## src/rtl/core/cen_pkg.sv

```systemverilog
// shared types and constants for the census transform window core
package cen_pkg;

	localparam int PIX_W      = 8;
	localparam int CENSUS_W   = 63;
	localparam int ROW_W      = 12;
	localparam int COL_OUT_W  = 10;
	localparam int HW_W       = 3;
	localparam int HH_W       = 2;
	localparam int IW_W       = 11;
	localparam int IH_W       = 13;
	localparam int MAX_HEIGHT = 4096;
	localparam int CFG_IDX_W  = 2;
	localparam int CFG_DATA_W = 13;
	localparam int OUT_DATA_W = 88;

	localparam int DEF_MAX_WIDTH  = 1024;
	localparam int DEF_MAX_HALF_W = 4;
	localparam int DEF_MAX_HALF_H = 3;

	typedef logic [PIX_W-1:0] pix_t;

	typedef enum logic [CFG_IDX_W-1:0] {
		CFG_HALF_WIDTH,
		CFG_HALF_HEIGHT,
		CFG_IMAGE_WIDTH,
		CFG_IMAGE_HEIGHT
	} cfg_reg_t;

	// per-pixel bookkeeping that follows a word down the pipe
	typedef struct packed {
		logic                 emit;
		logic                 last;
		logic [ROW_W-1:0]     row;
		logic [COL_OUT_W-1:0] col;
	} meta_t;

	// control shared by every window cell
	typedef struct packed {
		logic shift;
		logic capture;
		pix_t centre;
	} cell_ctl_t;

endpackage

```

## src/rtl/core/cen_cell.sv

```systemverilog
// one window column: holds its pixels, passes them left, compares against the centre
module cen_cell #(
	parameter int ROWS = 7
) (
	input  logic                      clk,
	input  cen_pkg::cell_ctl_t        ctl,
	input  cen_pkg::pix_t [ROWS-1:0]  col_in,
	output cen_pkg::pix_t [ROWS-1:0]  col_q,
	output logic [ROWS-1:0]           cmp_s3
);
	import cen_pkg::*;

	always_ff @(posedge clk) begin
		if (ctl.shift) begin
			col_q <= col_in;
		end
	end

	always_ff @(posedge clk) begin
		if (ctl.capture) begin
			for (int k = 0; k < ROWS; k++) begin
				cmp_s3[k] <= (ctl.centre < col_q[k]);
			end
		end
	end

endmodule
```

## config.mk

```make
export PLATFORM = sky130hd
export DESIGN_NAME = cen_cell
export DESIGN_NICKNAME = d
export VERILOG_FILES = /design/src/rtl/core/cen_pkg.sv /design/src/rtl/core/cen_cell.sv
export SDC_FILE = /design/constraint.sdc
export NUM_CORES = 1
export LEC_CHECK = 0
export BUFFER_PORTS_ARGS = -buffer_cell sky130_fd_sc_hd__buf_2
export CAP_MARGIN = 20
export CORE_ASPECT_RATIO = 0.9
export CORE_MARGIN = 10
export CORE_UTILIZATION = 48
export CTS_BUF_LIST = sky130_fd_sc_hd__clkbuf_16
export DETAILED_ROUTE_END_ITERATION = 16
export HOLD_SLACK_MARGIN = 0.15
export PLACE_DENSITY = 0.84
export SLEW_MARGIN = 25
export SYNTH_ARGS = -nofsm -noshare
export SYNTH_HDL_FRONTEND = slang
export SYNTH_SLANG_ARGS = --single-unit
```

## constraint.sdc

```tcl
create_clock -name clk -period 1.9 [get_ports clk]
set_input_delay 0.095 -clock clk [delete_from_list [all_inputs] [get_ports clk]]
set_output_delay 0.095 -clock clk [all_outputs]
set_load 0.02 [all_outputs]
```

==> flow_metrics.tcl <==
set metrics [dict create \
    p_leak_uw 0.00233 \
    avgRoutedWirePerCell_um 17.5 \
    synth.net_count 355 \
    die_x_um 105 \
    pin_count 130 \
    p_per_area_nw_per_um2 850 \
    slew_headroom 0.802 \
    root_buffer "clkbuf_16" \
    grt.overflow.total 0 \
    first_iter_violations 96 \
    synth-edff-count 63 \
    crit_family "flip-flops" \
    rsz0062_at_grt "false" \
    multiInputGateArea_um2 1050 \
    port_buffers 129 \
    status "finished, final reports clean" \
    critPathLaunchType "flip-flop" \
    grt_pass1_wl_um 14800 \
    core-area_um2 6220 \
    cp_max_fo 3 \
    regArea_um2 1890 \
    fmax_mhz 695 \
    synth_area_leaders "edfxtp_1, ha_1, inv_1, a21oi_1, nand3_1" \
    ant_nets 0 \
    tightestPinTransition_ns 0.298 \
    dp_hpwl_um 6400 \
    postSynth.asyncResetShare 0 \
    path_class "flip-flop to flip-flop" \
    wl_um 9250 \
    syn_inst 239 \
    final.setup.tns_ns 0 \
    r2r_slack_ns 0.46 \
    path_clk_slew_ns 0.05 \
    netlist_area_um2 3130 \
    ir_drop_mv 0.694 \
    route.detailed.drc 0 \
    maxCapViolCount 0 \
    start_util 0.503 \
    synth.most_common_cell "edfxtp_1" \
    holdPathEnd "col_q[0]" \
    rows 27 \
    hold_viol 0 \
    fillers 438 \
    cts_tree "yes" \
    grt_pass1_vias 2939 \
    viasPerCell 4.93 \
    final_layout_size_suffix_gt1_frac 0.333 \
    die_area_um2 10200 \
    syn_to_final_growth_pct 52.0 \
    r2r_cells 5 \
    final.min_clock_period_ns 1.44 \
    worstReg2RegEnd "cmp_s3[6]" \
    yosysSeqAreaShare 0.605 \
    crit_arrival_ns 1.50 \
    cp_slowest_stage_delay_ns 0.35 \
    htree_levels 3 \
    cts_buffers 9 \
    cp-end-kind "flip-flop" \
    grt_usage 0.184 \
    synth_cell_types 16 \
    crit_chain "inv_1 -> ha_1 -> nand3_1 -> o211ai_1 -> a21oi_1" \
    hp-start "ctl[9]" \
    cts_buffer_depth 2 \
    grt_max_degree 57 \
    via_count 2609 \
    finClkSkew_ns 0.00660 \
    hp-class "input port to flip-flop" \
    worst-path-buf-inv 1 \
    clkSinkCount 63 \
    fp.dieH_um 96.6 \
    synth.avg_cell_area_um2 13.1 \
    dr.pass1.iters 4 \
    place_congestion 0.748 \
    reg2reg_from "col_q[55]" \
    ys_ff_latch 63 \
    antenna_cells 0 \
    cp_slowest_cell "edfxtp_1" \
    clock_latency_ns 0.32 \
    hold-path-cell-count 2 \
    antenna_found_initial 0 \
    finalSetupViolations 0 \
    maxSlewViolCount 0 \
    cts_resized 0 \
    required_ns 1.96 \
    nets 553 \
    power_uw 4040 \
    synth.largest_area_cell "edfxtp_1" \
    timing.final.crit_share 0.757 \
    yosysWarnings 0 \
    yosysTopAreaCellShare 0.605 \
    ys_top_cells_by_count "edfxtp_1, ha_1, inv_1" \
    synth_ff_type "edfxtp_1" \
]
[state kept, by name, indices dropped and copies added (netlist names)]
| signal | flops |
|---|---|
| cmp_s3 | 7 |
| col_q | 56 |
[stage by stage]
step,instance area [um^2],utilization,hold WS (ns),setup WS (ns),std cells
2_1_floorplan,3130,-,0.194,0.434,239
3_3_place_gp,3900,0.628,0.272,0.552,456
3_5_place_dp,3900,0.628,0.273,0.492,456
4_1_cts,4760,0.765,0.294,0.478,529
5_1_grt,4760,0.765,0.301,0.367,529
6_report,4760,0.765,0.288,0.462,529
[metal layers]
layer / part of all wire / up-vias / GRT usage / wire length (um)
li1: - / 1252 / - / -
met1: 0.36 / 1225 / 0.184 / 3350
met2: 0.53 / 116 / 0.331 / 4890
met3: 0.090 / 16 / 0.0781 / 835
met4: 0.020 / 0 / 0.0681 / 184
met5: 0 / - / 0 / 0
[cell families after synthesis]
logic type | share of synthesized area
flip-flops | 0.605
AND/OR/NAND/NOR | 0.0560
AO/OA/AOI/OAI | 0.0848
buffers and inverters | 0.0588
adder cells (fa/ha/maj) | 0.196
[cells in the final DEF (no fill, tap or decap)]
master / n
a21o_1: 6
a21oi_1: 20
a221oi_2: 2
a31oi_1: 2
and3_2: 2
buf_12: 1
buf_2: 129
bufinv_16: 1
clkbuf_16: 9
clkinv_1: 1
clkinv_2: 3
dlygate4sd3_1: 57
edfxtp_1: 63
ha_1: 49
inv_1: 51
nand2_1: 10
nand2b_1: 2
nand3_1: 12
nor2_1: 5
nor2b_1: 5
o211ai_1: 5
o21a_1: 2
o21ai_0: 5
[layout make-up]
cell class	count	area share
Sequential cell	63	0.398
Timing Repair Buffer	187	0.260
Multi-Input combinational cell	127	0.222
Clock buffer	9	0.0474
Inverter	49	0.0387
Tap cell	87	0.0229
Clock inverter	7	0.0118
[power by group]
part	leakage (uW)	switching [uW]	internal (uW)
logic	0.00156	450	345
clock network	0.000149	538	991
registers	0.000615	51.7	1670
[worst max-delay path by stage]
| stage | slack (ns) | cells past startpoint | start | to |
|---|---|---|---|---|
| 4_1_cts | 0.48 | 5 | col_q[30] | cmp_s3[3] |
| 3_5_place_dp | 0.49 | 5 | col_q[30] | cmp_s3[3] |
| 5_1_grt | 0.37 | 5 | col_q[55] | cmp_s3[6] |
| 2_1_floorplan | 0.43 | 5 | col_q[30] | cmp_s3[3] |
| 6_report | 0.46 | 5 | col_q[55] | cmp_s3[6] |
| 3_3_place_gp | 0.55 | 5 | col_q[30] | cmp_s3[3] |
[timing repair]
item | in CTS | in global routing
hold buffers | 57 | 0
buffers inserted | 0 | 0
setup endpoints to repair | 0 | 0
endpoints found under the hold margin | 63 | 0
Power figures use the tool's default switching activity.
